==> config.mk <==
export PLATFORM = sky130hd
export DESIGN_NAME = chi_ctrl
export DESIGN_NICKNAME = d
export VERILOG_FILES = /design/src/rtl/chi_pkg.sv /design/src/rtl/chi_ctrl.sv
export SDC_FILE = /design/constraint.sdc
export NUM_CORES = 1
export LEC_CHECK = 0
export ABC_CLOCK_PERIOD_IN_PS = 3080
export BUFFER_PORTS_ARGS = -buffer_cell sky130_fd_sc_hd__buf_4
export CORE_ASPECT_RATIO = 0.9
export CORE_MARGIN = 2
export CORE_UTILIZATION = 25
export DETAILED_ROUTE_END_ITERATION = 10
export MAX_ROUTING_LAYER = met4
export PLACE_DENSITY_LB_ADDON = 0.08
export SETUP_SLACK_MARGIN = 0.3
export SLEW_MARGIN = 20
export SYNTH_ARGS = -nofsm -noshare
export SYNTH_HDL_FRONTEND = slang
export SYNTH_SLANG_ARGS = --single-unit
==> constraint.sdc <==
create_clock -name clock -period 3.08 [get_ports clock]
set_clock_uncertainty 0.15 [all_clocks]
set_input_delay 0.616 -clock clock [delete_from_list [all_inputs] [get_ports clock]]
set_output_delay 0.616 -clock clock [all_outputs]
set_load 0.005 [all_outputs]
==> src/rtl/chi_pkg.sv <==
// Package for the chained hash index table: sizes, codes and the word types
// shared by the controller, the datapath, the top level and the checker.
// No dependencies.
`timescale 1ns / 1ps

package chi_pkg;

   localparam int MAX_ROWS        = 4096;
   localparam int MAX_PIECES      = 16;
   localparam int MAX_BUCKET_BITS = 10;

   localparam int ROW_W      = $clog2(MAX_ROWS);
   localparam int HEAD_W     = ROW_W + 1;
   localparam int HEAD_DEPTH = MAX_PIECES * (2 ** MAX_BUCKET_BITS);
   localparam int HEAD_AW    = $clog2(HEAD_DEPTH);
   localparam int PCNT_W     = $clog2(MAX_PIECES + 1);
   localparam int BB_W       = $clog2(MAX_BUCKET_BITS + 1);
   localparam int STEP_W     = $clog2(MAX_ROWS + 1);
   localparam int LEN_W      = 13;
   localparam int LEN_LIMIT  = (MAX_ROWS < 8191) ? MAX_ROWS : 8191;
   localparam int CSR_W      = 13;
   localparam int CSR_AW     = 2;

   localparam logic [HEAD_W-1:0] NIL_ROW = '1;

   localparam logic [1:0] CMD_CLEAR  = 2'd0;
   localparam logic [1:0] CMD_INSERT = 2'd1;
   localparam logic [1:0] CMD_COUNT  = 2'd2;

   localparam logic [1:0] ST_OK        = 2'd0;
   localparam logic [1:0] ST_INVALID   = 2'd1;
   localparam logic [1:0] ST_DESTROYED = 2'd2;

   localparam logic [CSR_AW-1:0] CSR_BUCKET_BITS  = 2'd0;
   localparam logic [CSR_AW-1:0] CSR_PIECE_COUNT  = 2'd1;
   localparam logic [CSR_AW-1:0] CSR_ROW_CAPACITY = 2'd2;

   typedef struct packed {
      logic [1:0]  cmd;
      logic [11:0] row_index;
      logic [31:0] hash_value;
      logic [3:0]  piece_index;
      logic [9:0]  bucket_index;
   } req_type;

   typedef struct packed {
      logic [1:0]       status;
      logic [LEN_W-1:0] chain_length;
   } rsp_type;

   typedef struct packed {
      logic load_req;
      logic head_rd_ins;
      logic head_rd_cnt;
      logic sweep_wr;
      logic set_valid;
      logic kill_valid;
      logic set_invalid;
      logic set_destroyed;
      logic ins_wr;
      logic walk_step;
      logic next_piece;
      logic load_rsp;
   } ctrl_cmd_type;

   typedef struct packed {
      logic [1:0] cmd;
      logic       table_valid;
      logic       row_over;
      logic       walk_more;
      logic       last_piece;
      logic       sweep_last;
   } ctrl_status_type;

endpackage

==> src/rtl/chi_ctrl.sv <==
// Controller of the chained hash index table: the state machine that takes
// request words, sequences the datapath and hands over response words.
// Depends on chi_pkg and drives chi_datapath.
`timescale 1ns / 1ps

module chi_ctrl (
   input  logic                       clock,
   input  logic                       reset,
   input  logic                       req_valid,
   output logic                       req_stall,
   output logic                       rsp_valid,
   input  logic                       rsp_stall,
   input  chi_pkg::ctrl_status_type   stat,
   output chi_pkg::ctrl_cmd_type      ctrl
);
   import chi_pkg::*;

   localparam logic [2:0] S_IDLE   = 3'd0;
   localparam logic [2:0] S_DECODE = 3'd1;
   localparam logic [2:0] S_CLEAR  = 3'd2;
   localparam logic [2:0] S_INS_WR = 3'd3;
   localparam logic [2:0] S_WALK   = 3'd4;
   localparam logic [2:0] S_DONE   = 3'd5;

   logic [2:0] state_ff, state_in;
   logic       rsp_valid_ff, rsp_valid_in;

   assign req_stall = (state_ff != S_IDLE);
   assign rsp_valid = rsp_valid_ff;

   always_comb begin
      ctrl         = '0;
      state_in     = state_ff;
      rsp_valid_in = rsp_valid_ff & rsp_stall;
      case (state_ff)
         S_IDLE: begin
            if (req_valid) begin
               ctrl.load_req = 1'b1;
               state_in      = S_DECODE;
            end
         end
         S_DECODE: begin
            case (stat.cmd)
               CMD_CLEAR: begin
                  state_in = S_CLEAR;
               end
               CMD_INSERT: begin
                  if (!stat.table_valid) begin
                     ctrl.set_invalid = 1'b1;
                     state_in         = S_DONE;
                  end else if (stat.row_over) begin
                     ctrl.kill_valid    = 1'b1;
                     ctrl.set_destroyed = 1'b1;
                     state_in           = S_DONE;
                  end else begin
                     ctrl.head_rd_ins = 1'b1;
                     state_in         = S_INS_WR;
                  end
               end
               CMD_COUNT: begin
                  if (!stat.table_valid) begin
                     ctrl.set_invalid = 1'b1;
                     state_in         = S_DONE;
                  end else begin
                     ctrl.head_rd_cnt = 1'b1;
                     state_in         = S_WALK;
                  end
               end
               default: begin
                  state_in = S_DONE;
               end
            endcase
         end
         S_CLEAR: begin
            ctrl.sweep_wr = 1'b1;
            if (stat.sweep_last) begin
               ctrl.set_valid = 1'b1;
               state_in       = S_DONE;
            end
         end
         S_INS_WR: begin
            ctrl.ins_wr = 1'b1;
            state_in    = S_DONE;
         end
         S_WALK: begin
            if (stat.walk_more) begin
               ctrl.walk_step = 1'b1;
            end else if (!stat.last_piece) begin
               ctrl.next_piece = 1'b1;
            end else begin
               state_in = S_DONE;
            end
         end
         S_DONE: begin
            if (!rsp_valid_ff || !rsp_stall) begin
               ctrl.load_rsp = 1'b1;
               rsp_valid_in  = 1'b1;
               state_in      = S_IDLE;
            end
         end
         default: begin
            state_in = S_IDLE;
         end
      endcase
   end

   always_ff @(posedge clock) begin
      if (reset) begin
         state_ff     <= S_IDLE;
         rsp_valid_ff <= 1'b0;
      end else begin
         state_ff     <= state_in;
         rsp_valid_ff <= rsp_valid_in;
      end
   end

endmodule

==> flow_results.xml, run 1 <==
<?xml version="1.0" encoding="UTF-8"?>
<metrics>
  <group name="critical_path">
    <metric name="worstSetupStartpointType" unit="">register</metric>
    <metric name="critPathMaxFanout" unit="">11</metric>
    <metric name="critical_path.reg2reg.startpoint" unit="">state_ff[0]</metric>
    <metric name="criticalPathCategory" unit="">register to primary output</metric>
    <metric name="critical_path_arrival" unit="ps">1440</metric>
    <metric name="reg2reg_slack" unit="ps">1540</metric>
    <metric name="worst_ep_required_time" unit="ps">2310</metric>
    <metric name="endpoint_kind" unit="">primary output</metric>
    <metric name="rr_endpoint" unit="">state_ff[1]</metric>
    <metric name="ff2ff_path_depth" unit="">4</metric>
  </group>
  <group name="floorplanning">
    <metric name="core_area" unit="µm²">1500</metric>
    <metric name="floorplan.die.height" unit="µm">42.5</metric>
    <metric name="die_outline_width" unit="µm">46.8</metric>
    <metric name="die-area" unit="µm²">1990</metric>
    <metric name="placementRows" unit="">13</metric>
    <metric name="start_util" unit="">0.275</metric>
    <metric name="io_pins" unit="">25</metric>
  </group>
  <group name="power">
    <metric name="power.ir.vdd_worst" unit="µV">200</metric>
    <metric name="final_total_pwr" unit="mW">0.188</metric>
    <metric name="cellPowerDensity" unit="nW/µm²">308</metric>
    <metric name="leakage" unit="nW">0.311</metric>
  </group>
  <group name="cts">
    <metric name="cts_root_buffer" unit="">clkbuf_4</metric>
    <metric name="cts_tree" unit="">done</metric>
    <metric name="clock_latency" unit="ps">230</metric>
    <metric name="clock_sink_count" unit="">4</metric>
    <metric name="cts.clk_slew.worst_paths" unit="ps">40</metric>
    <metric name="cts-hold-fix-buffers" unit="">0</metric>
    <metric name="max-clock-path-buffers" unit="">2</metric>
    <metric name="cts_htree_levels" unit="">1</metric>
    <metric name="postCtsSetupRepairBufs" unit="">0</metric>
    <metric name="cts_inserted_buffers" unit="">3</metric>
    <metric name="cts.repair.resized" unit="">0</metric>
  </group>
  <group name="run">
    <metric name="max_capacitance_violation_count" unit="">0</metric>
  </group>
  <group name="global_route">
    <metric name="grt_util_met3" unit="">0</metric>
    <metric name="grt_start_max_net_pins" unit="">13</metric>
    <metric name="grt_overflow_total" unit="">0</metric>
    <metric name="grt.busiest_layer" unit="">met1</metric>
    <metric name="initial_antenna_violation_count" unit="">0</metric>
    <metric name="global_routing_usage_on_met1" unit="">0.168</metric>
    <metric name="grt_pass1_vias" unit="">395</metric>
    <metric name="grt_first_pass_wirelength" unit="µm">1620</metric>
    <metric name="globalRouteMet2Util" unit="">0.148</metric>
    <metric name="global_route.usage.total" unit="">0.110</metric>
  </group>
  <group name="timing">
    <metric name="finalMaxSlewViolations" unit="">0</metric>
    <metric name="setup_total_negative_slack" unit="ps">0</metric>
    <metric name="worst-slew-pin-transition" unit="ps">399</metric>
    <metric name="report.final.hold_viol_count" unit="">0</metric>
    <metric name="timing.final.crit_share" unit="">0.715</metric>
    <metric name="clock.fmax" unit="GHz">0.454</metric>
    <metric name="timing.final.setup_violations" unit="">0</metric>
    <metric name="setup_repair_after_global_routing_missed_its_margin" unit="">no</metric>
    <metric name="final_period_minus_worst_setup_slack" unit="ps">2200</metric>
    <metric name="max-slew-margin-rel" unit="">0.734</metric>
  </group>
  <group name="detailed_routing">
    <metric name="vias_per_cell" unit="">4.35</metric>
    <metric name="drt_wl_total" unit="µm">1020</metric>
    <metric name="detailedRoute.firstPassIterationCount" unit="">2</metric>
    <metric name="drt_iter0_drc" unit="">4</metric>
    <metric name="vias_after_detailed_routing" unit="">435</metric>
    <metric name="avgRoutedWirePerCell" unit="µm">10.2</metric>
    <metric name="drtAntennaViolNets" unit="">0</metric>
    <metric name="drc" unit="">0</metric>
  </group>
  <group name="synthesis">
    <metric name="synth_async_sr_flop_share" unit="">0</metric>
    <metric name="yosys.cell_types.count" unit="">26</metric>
    <metric name="synth.yosys.seq_area_share" unit="">0.195</metric>
    <metric name="postSynth.topFlopCell" unit="">dfxtp_1</metric>
    <metric name="ranking_of_synthesized_cells_by_area" unit="">dfxtp_1 19%, ha_1 12%, a21oi_1 7.3%</metric>
    <metric name="yosysTopAreaCell" unit="">dfxtp_1</metric>
    <metric name="yosys_register_bits" unit="">4</metric>
    <metric name="synth_top_cell_area_share" unit="">0.195</metric>
    <metric name="synth-warning-count" unit="">0</metric>
    <metric name="avgSynthCellArea" unit="µm²">7.62</metric>
    <metric name="syn-num-nets" unit="">69</metric>
    <metric name="synth_enable_flop_cells" unit="">0</metric>
    <metric name="syn_area" unit="µm²">412</metric>
    <metric name="syn_inst" unit="">54</metric>
  </group>
  <group name="cells_and_area">
    <metric name="seq_area" unit="µm²">80.1</metric>
    <metric name="layout.filler_cells" unit="">165</metric>
    <metric name="fin_nets" unit="">95</metric>
    <metric name="num_antenna_cells" unit="">0</metric>
    <metric name="flow.area_growth_from_synthesis" unit="%">48.6</metric>
    <metric name="multi_input_area" unit="µm²">272</metric>
    <metric name="post-route-util" unit="">0.409</metric>
    <metric name="final_cell_mix" unit="">24 x buf_4, 8 x inv_1, 6 x a21oi_1</metric>
    <metric name="layout.cells.most_common" unit="">buf_4</metric>
    <metric name="drive_above_1_share" unit="">0.385</metric>
  </group>
  <group name="placed_design">
    <metric name="dp_hpwl" unit="µm">814</metric>
    <metric name="port_buffers" unit="">24</metric>
    <metric name="globalplace.congestion" unit="">0.718</metric>
  </group>
  <group name="min_path">
    <metric name="worstHoldStart" unit="">rsp_valid</metric>
    <metric name="min-delay-path-class" unit="">register to register</metric>
    <metric name="worst_hold_path.endpoint" unit="">rsp_valid</metric>
    <metric name="count_of_cells_along_the_worst_hold_path" unit="">2</metric>
  </group>
  <group name="status">
    <metric name="outcome" unit="">completed</metric>
  </group>
</metrics>
-- power breakdown --
group	leakage (nW)	internal (mW)	switching, mW	total (mW)
Clock	0.0138	0.0433	0.0181	0.0614
Combinational	0.265	0.0356	0.0271	0.0627
Sequential	0.0327	0.0560	0.00837	0.0644
Total	0.311	0.135	0.0535	0.188
-- how the worst max path moves through the flow --
| stage | from | endpoint | slack [ps] | cells after the start |
|---|---|---|---|---|
| 2_1_floorplan | stat[6] | ctrl[6] | 1080 | 5 |
| 3_3_place_gp | stat[6] | ctrl[4] | 930 | 6 |
| 3_5_place_dp | stat[6] | ctrl[6] | 910 | 6 |
| 4_1_cts | state_ff[0] | ctrl[5] | 870 | 4 |
| 5_1_grt | state_ff[0] | ctrl[4] | 740 | 4 |
| 6_report | state_ff[0] | ctrl[5] | 880 | 4 |
-- metrics by stage --
step                      hold WS, ps  instances  worst slack [ps]  cell area, µm²
after global placement            388         97               929             589
final                             386        100               877             612
after detailed placement          384         97               912             589
after CTS                         391        100               875             612
after floorplan                   358         54              1080             412
after global routing              418        100               740             612
-- flip-flops by register name (all words and copies together) (netlist names) --
name,count
rsp_valid,1
state_ff,3
-- worst max-delay path: stages (launching register included) --
cell and delay (ps):
dfxtp_1 500, nor3b_2 290, inv_1 90, nor3b_1 190
buf_4 140
-- cells by family (layout without fill, tap and decap cells) --
logic type | after synthesis | in the layout | share of synthesized area
DFF | 4 | 4 | 0.195
and+or+nand+nor | 21 | 21 | 0.319
muxes | 1 | 1 | 0.0243
adders and majority gates | 4 | 4 | 0.122
buffers and inverters | 11 | 35 | 0.146
AOI/OAI and AO/OA | 13 | 13 | 0.195
-- cell usage after synthesis, types with 2 or more instances --
library cell and count:
ha_1 4, inv_1 8, nor4b_1 2, nand2_1 2, a21oi_1 6, nor2_1 5
dfxtp_1 4, and3_1 2, buf_6 2, nor3b_1 2, o21ai_0 2
-- layer usage --
metal  up-vias  wire length (µm)
li1        236                 -
met1       189               514
met4         0                 0
met2        10               446
met5         -                 0
met3         0                57
-- layout make-up --
cell class,count,area share
clock buffers,3,0.0368
inverters,8,0.0491
multi-input cells,39,0.444
flip-flops and latches,4,0.131
well taps,22,0.0450
repair buffers,24,0.294
(Power assumes the default switching activity.)
==> run 2: changes to the inputs <==
ABC_AREA = 1   (was unset)
ABC_CLOCK_PERIOD_IN_PS = 1950   (was 3080)
clock period = 1.95 ns   (was 3.08 ns; I/O delays follow)
==> run 2 against run 1 <==
Against the previous run: sequential cell count did not move; global-route usage increased by 2.4 points; worst hold slack got worse by 190 ps; non-clock buffer count grew 11; setup slack got worse by 620 ps; cell area is 46% higher; sequential power is 140% higher; routed wire length increased by 20%; register-to-register slack got worse by 990 ps; via count up 34%; critical endpoint is now ctrl[10]; largest power group is now combinational cells.
==> flow_results.xml, run 2 <==
<?xml version="1.0" encoding="UTF-8"?>
<metrics>
  <group name="status">
    <metric name="outcome" unit="">completed</metric>
  </group>
  <group name="cells_and_area">
    <metric name="instances_no_fill" unit="">136</metric>
    <metric name="flow.area_growth_from_synthesis" unit="%">103</metric>
    <metric name="post-route-util" unit="">0.536</metric>
    <metric name="largest_register_ff_count" unit="">3</metric>
    <metric name="layout.cells.most_common" unit="">buf_4</metric>
    <metric name="final_cell_mix" unit="">29 x buf_4, 9 x inv_1, 8 x inv_2, 8 x nor2_1</metric>
    <metric name="fin_nets" unit="">129</metric>
    <metric name="drive_above_1_share" unit="">0.643</metric>
    <metric name="num_antenna_cells" unit="">0</metric>
    <metric name="regMostFlops" unit="">state_ff</metric>
  </group>
  <group name="critical_path">
    <metric name="endpoint_kind" unit="">primary output</metric>
    <metric name="worst-path-buf-inv" unit="">4</metric>
    <metric name="critical_path.slowest_cell" unit="">nor4_2</metric>
    <metric name="rr_endpoint" unit="">state_ff[2]</metric>
    <metric name="critical_path.reg2reg.startpoint" unit="">state_ff[0]</metric>
    <metric name="reg2reg_slack" unit="ps">550</metric>
    <metric name="ff2ff_path_depth" unit="">9</metric>
    <metric name="worstSetupStartpointType" unit="">input port</metric>
    <metric name="delay_of_the_slowest_cell_on_the_worst_path" unit="ps">200</metric>
    <metric name="worst_ep_required_time" unit="ps">1410</metric>
    <metric name="timing.critical_path.cells" unit="">buf_4 &gt; inv_2 &gt; ha_4 &gt; inv_2 &gt; nor4_2 &gt; buf_4</metric>
    <metric name="critical-path-top-delay-family" unit="">buffers and inverters</metric>
    <metric name="critical_path_arrival" unit="ps">1150</metric>
    <metric name="critPathMaxFanout" unit="">3</metric>
    <metric name="criticalPathCategory" unit="">input port to primary output</metric>
  </group>
  <group name="power">
    <metric name="netSwitchingFraction" unit="">0.399</metric>
    <metric name="p_switching" unit="mW">0.269</metric>
    <metric name="leakage" unit="nW">0.435</metric>
    <metric name="p_int" unit="mW">0.405</metric>
    <metric name="clock_network_fraction_of_design_power" unit="">0.150</metric>
    <metric name="seq_power_share" unit="">0.225</metric>
    <metric name="cellPowerDensity" unit="nW/µm²">755</metric>
    <metric name="final_total_pwr" unit="mW">0.674</metric>
    <metric name="combPwrFrac" unit="">0.625</metric>
    <metric name="power.ir.vdd_worst" unit="µV">413</metric>
  </group>
  <group name="placed_design">
    <metric name="port_buffers" unit="">24</metric>
    <metric name="dp_hpwl" unit="µm">908</metric>
    <metric name="preCtsSetupSlack" unit="ps">197</metric>
    <metric name="globalplace.congestion" unit="">0.817</metric>
    <metric name="dp_cells" unit="">122</metric>
  </group>
  <group name="global_route">
    <metric name="initial_antenna_violation_count" unit="">0</metric>
    <metric name="global_route.usage.total" unit="">0.134</metric>
    <metric name="grt_overflow_total" unit="">0</metric>
    <metric name="globalRouteMet2Util" unit="">0.200</metric>
    <metric name="grt.busiest_layer" unit="">met2</metric>
    <metric name="global_routing_usage_on_met1" unit="">0.175</metric>
    <metric name="grt_pass1_vias" unit="">524</metric>
    <metric name="grt_start_max_net_pins" unit="">8</metric>
    <metric name="grt_util_met3" unit="">0.0500</metric>
    <metric name="grt_first_pass_wirelength" unit="µm">2010</metric>
  </group>
  <group name="cts">
    <metric name="cts_root_buffer" unit="">clkbuf_4</metric>
    <metric name="clock_latency" unit="ps">230</metric>
    <metric name="cts.clk_slew.worst_paths" unit="ps">40</metric>
    <metric name="cts_inserted_buffers" unit="">3</metric>
    <metric name="cts_htree_levels" unit="">1</metric>
    <metric name="cts_tree" unit="">done</metric>
    <metric name="clock_sink_count" unit="">4</metric>
    <metric name="cts-hold-fix-buffers" unit="">0</metric>
    <metric name="max-clock-path-buffers" unit="">2</metric>
  </group>
  <group name="min_path">
    <metric name="count_of_cells_along_the_worst_hold_path" unit="">2</metric>
    <metric name="worst_hold_path.endpoint" unit="">state_ff[0]</metric>
    <metric name="worstHoldStart" unit="">reset</metric>
    <metric name="min-delay-path-class" unit="">input port to register</metric>
  </group>
  <group name="timing">
    <metric name="setup_total_negative_slack" unit="ps">0</metric>
    <metric name="timing.final.setup_violations" unit="">0</metric>
    <metric name="timing.final.crit_share" unit="">0.867</metric>
    <metric name="setup_repair_after_global_routing_missed_its_margin" unit="">yes</metric>
    <metric name="clock.fmax" unit="GHz">0.591</metric>
    <metric name="final_critical_path_setup_slack" unit="ps">259</metric>
    <metric name="report.final.hold_viol_count" unit="">0</metric>
    <metric name="finalMaxSlewViolations" unit="">0</metric>
    <metric name="worst-slew-pin-transition" unit="ps">199</metric>
    <metric name="final_period_minus_worst_setup_slack" unit="ps">1690</metric>
    <metric name="max-slew-margin-rel" unit="">0.867</metric>
  </group>
  <group name="floorplanning">
    <metric name="start_util" unit="">0.264</metric>
    <metric name="die_outline_width" unit="µm">48.2</metric>
    <metric name="io_pins" unit="">25</metric>
    <metric name="die-area" unit="µm²">2110</metric>
    <metric name="placementRows" unit="">14</metric>
    <metric name="core_area" unit="µm²">1660</metric>
    <metric name="floorplan.die.height" unit="µm">43.8</metric>
  </group>
  <group name="detailed_routing">
    <metric name="drt_wl_total" unit="µm">1220</metric>
    <metric name="avgRoutedWirePerCell" unit="µm">8.99</metric>
    <metric name="vias_per_cell" unit="">4.30</metric>
    <metric name="drc" unit="">0</metric>
    <metric name="vias_after_detailed_routing" unit="">585</metric>
    <metric name="detailedRoute.firstPassIterationCount" unit="">4</metric>
    <metric name="drt_iter0_drc" unit="">6</metric>
    <metric name="drtAntennaViolNets" unit="">0</metric>
  </group>
  <group name="synthesis">
    <metric name="synth_top_cell_area_share" unit="">0.182</metric>
    <metric name="synth_enable_flop_cells" unit="">0</metric>
    <metric name="syn_area" unit="µm²">439</metric>
    <metric name="synth.cells.most_frequent" unit="">15 x inv_1, 14 x nor2_1, 9 x nand2_1, 6 x nand3_1</metric>
    <metric name="synth.yosys.seq_area_share" unit="">0.182</metric>
    <metric name="syn_inst" unit="">75</metric>
    <metric name="avgSynthCellArea" unit="µm²">5.86</metric>
    <metric name="yosysTopAreaCell" unit="">dfxtp_1</metric>
    <metric name="ranking_of_synthesized_cells_by_area" unit="">dfxtp_1 18%, inv_1 13%, nor2_1 12%</metric>
    <metric name="synth.most_common_cell" unit="">inv_1</metric>
    <metric name="synth_async_sr_flop_share" unit="">0</metric>
    <metric name="syn-num-nets" unit="">90</metric>
    <metric name="postSynth.topFlopCell" unit="">dfxtp_1</metric>
    <metric name="yosys_register_bits" unit="">4</metric>
    <metric name="yosys.cell_types.count" unit="">18</metric>
    <metric name="synth-warning-count" unit="">0</metric>
  </group>
  <group name="run">
    <metric name="max_capacitance_violation_count" unit="">0</metric>
  </group>
</metrics>
run 2: cell count changes in the layout (fill, tap and decap cells not counted), moves of 3 or more:
cell | before | now
buf_6 | 0 | 6
nand2_1 | 2 | 5
nor2_2 | 0 | 4
buf_4 | 24 | 29
nor2_4 | 0 | 5
nor2_1 | 5 | 8
nand3_1 | 1 | 6
nand2_4 | 0 | 3
inv_2 | 0 | 8
dfxtp_1 | 4 | 1
nor3_2 | 0 | 3
run 2: worst max path at each step:
stage | cells after the start | end | slack, ps | startpoint
6_report | 6 | ctrl[10] | 260 | stat[6]
5_1_grt | 7 | ctrl[11] | 200 | state_ff[1]
4_1_cts | 6 | ctrl[10] | 180 | state_ff[1]
3_5_place_dp | 6 | ctrl[10] | 200 | stat[6]
3_3_place_gp | 6 | ctrl[10] | 230 | stat[6]
2_1_floorplan | 5 | ctrl[6] | 450 | stat[6]
run 2: stage by stage:
| step | cell area [µm²] | hold WS [ps] |
|---|---|---|
| finish | 892 | 195 |
| global route | 892 | 187 |
| CTS | 752 | 186 |
| detailed placement | 642 | 375 |
| global placement | 642 | 380 |
| floorplan | 439 | 309 |
run 2: logic make-up (layout without fill, tap and decap cells):
| kind of cell | count (synthesis) | in the layout | synth area share |
|---|---|---|---|
| flip-flops | 4 | 4 | 0.182 |
| adder cells (fa/ha/maj) | 4 | 4 | 0.114 |
| AO/OA/AOI/OAI | 8 | 8 | 0.105 |
| AND/OR/NAND/NOR | 40 | 40 | 0.427 |
| buffers and inverters | 19 | 56 | 0.171 |
run 2: layer usage:
metal | up-vias | part of all wire
met2 | 20 | 0.49
met1 | 258 | 0.45
met5 | - | 0
met3 | 0 | 0.055
li1 | 307 | -
met4 | 0 | 0
run 2: timing repair:
| item | in CTS | in global routing |
|---|---|---|
| setup endpoints to repair | 7 | 13 |
| pin swaps | 4 | 9 |
| buffers inserted | 7 | 4 |
| gates cloned | 0 | 0 |
| resized for setup | 13 | 31 |
run 2: power by group through the flow:
stage / combinational [mW] / clock (mW) / sequential [mW]
4_1_cts: 0.330 / 0.105 / 0.140
5_1_grt: 0.466 / 0.114 / 0.158
3_5_place_dp: 0.243 / 0 / 0.129
3_3_place_gp: 0.243 / 0 / 0.129
6_report: 0.421 / 0.101 / 0.152
2_1_floorplan: 0.150 / 0 / 0.123
run 2: final cells by class:
| cell class | instances | area, µm² |
|---|---|---|
| fillers | 159 | 772 |
| inverters | 18 | 70.1 |
| multi-input cells | 52 | 395 |
| repair buffers | 35 | 285 |
| well taps | 24 | 30.0 |
| flip-flops and latches | 4 | 88.8 |
| clock buffers | 3 | 22.5 |
run 2: worst register-to-register path: stages (launching register included):
cell and delay [ps]:
dfxtp_4 380, buf_6 110, inv_4 30, nand2_4 70
nor2_4 40, buf_4 130, buf_4 120, nor2_1 80
o21ai_1 90, a21oi_2 140
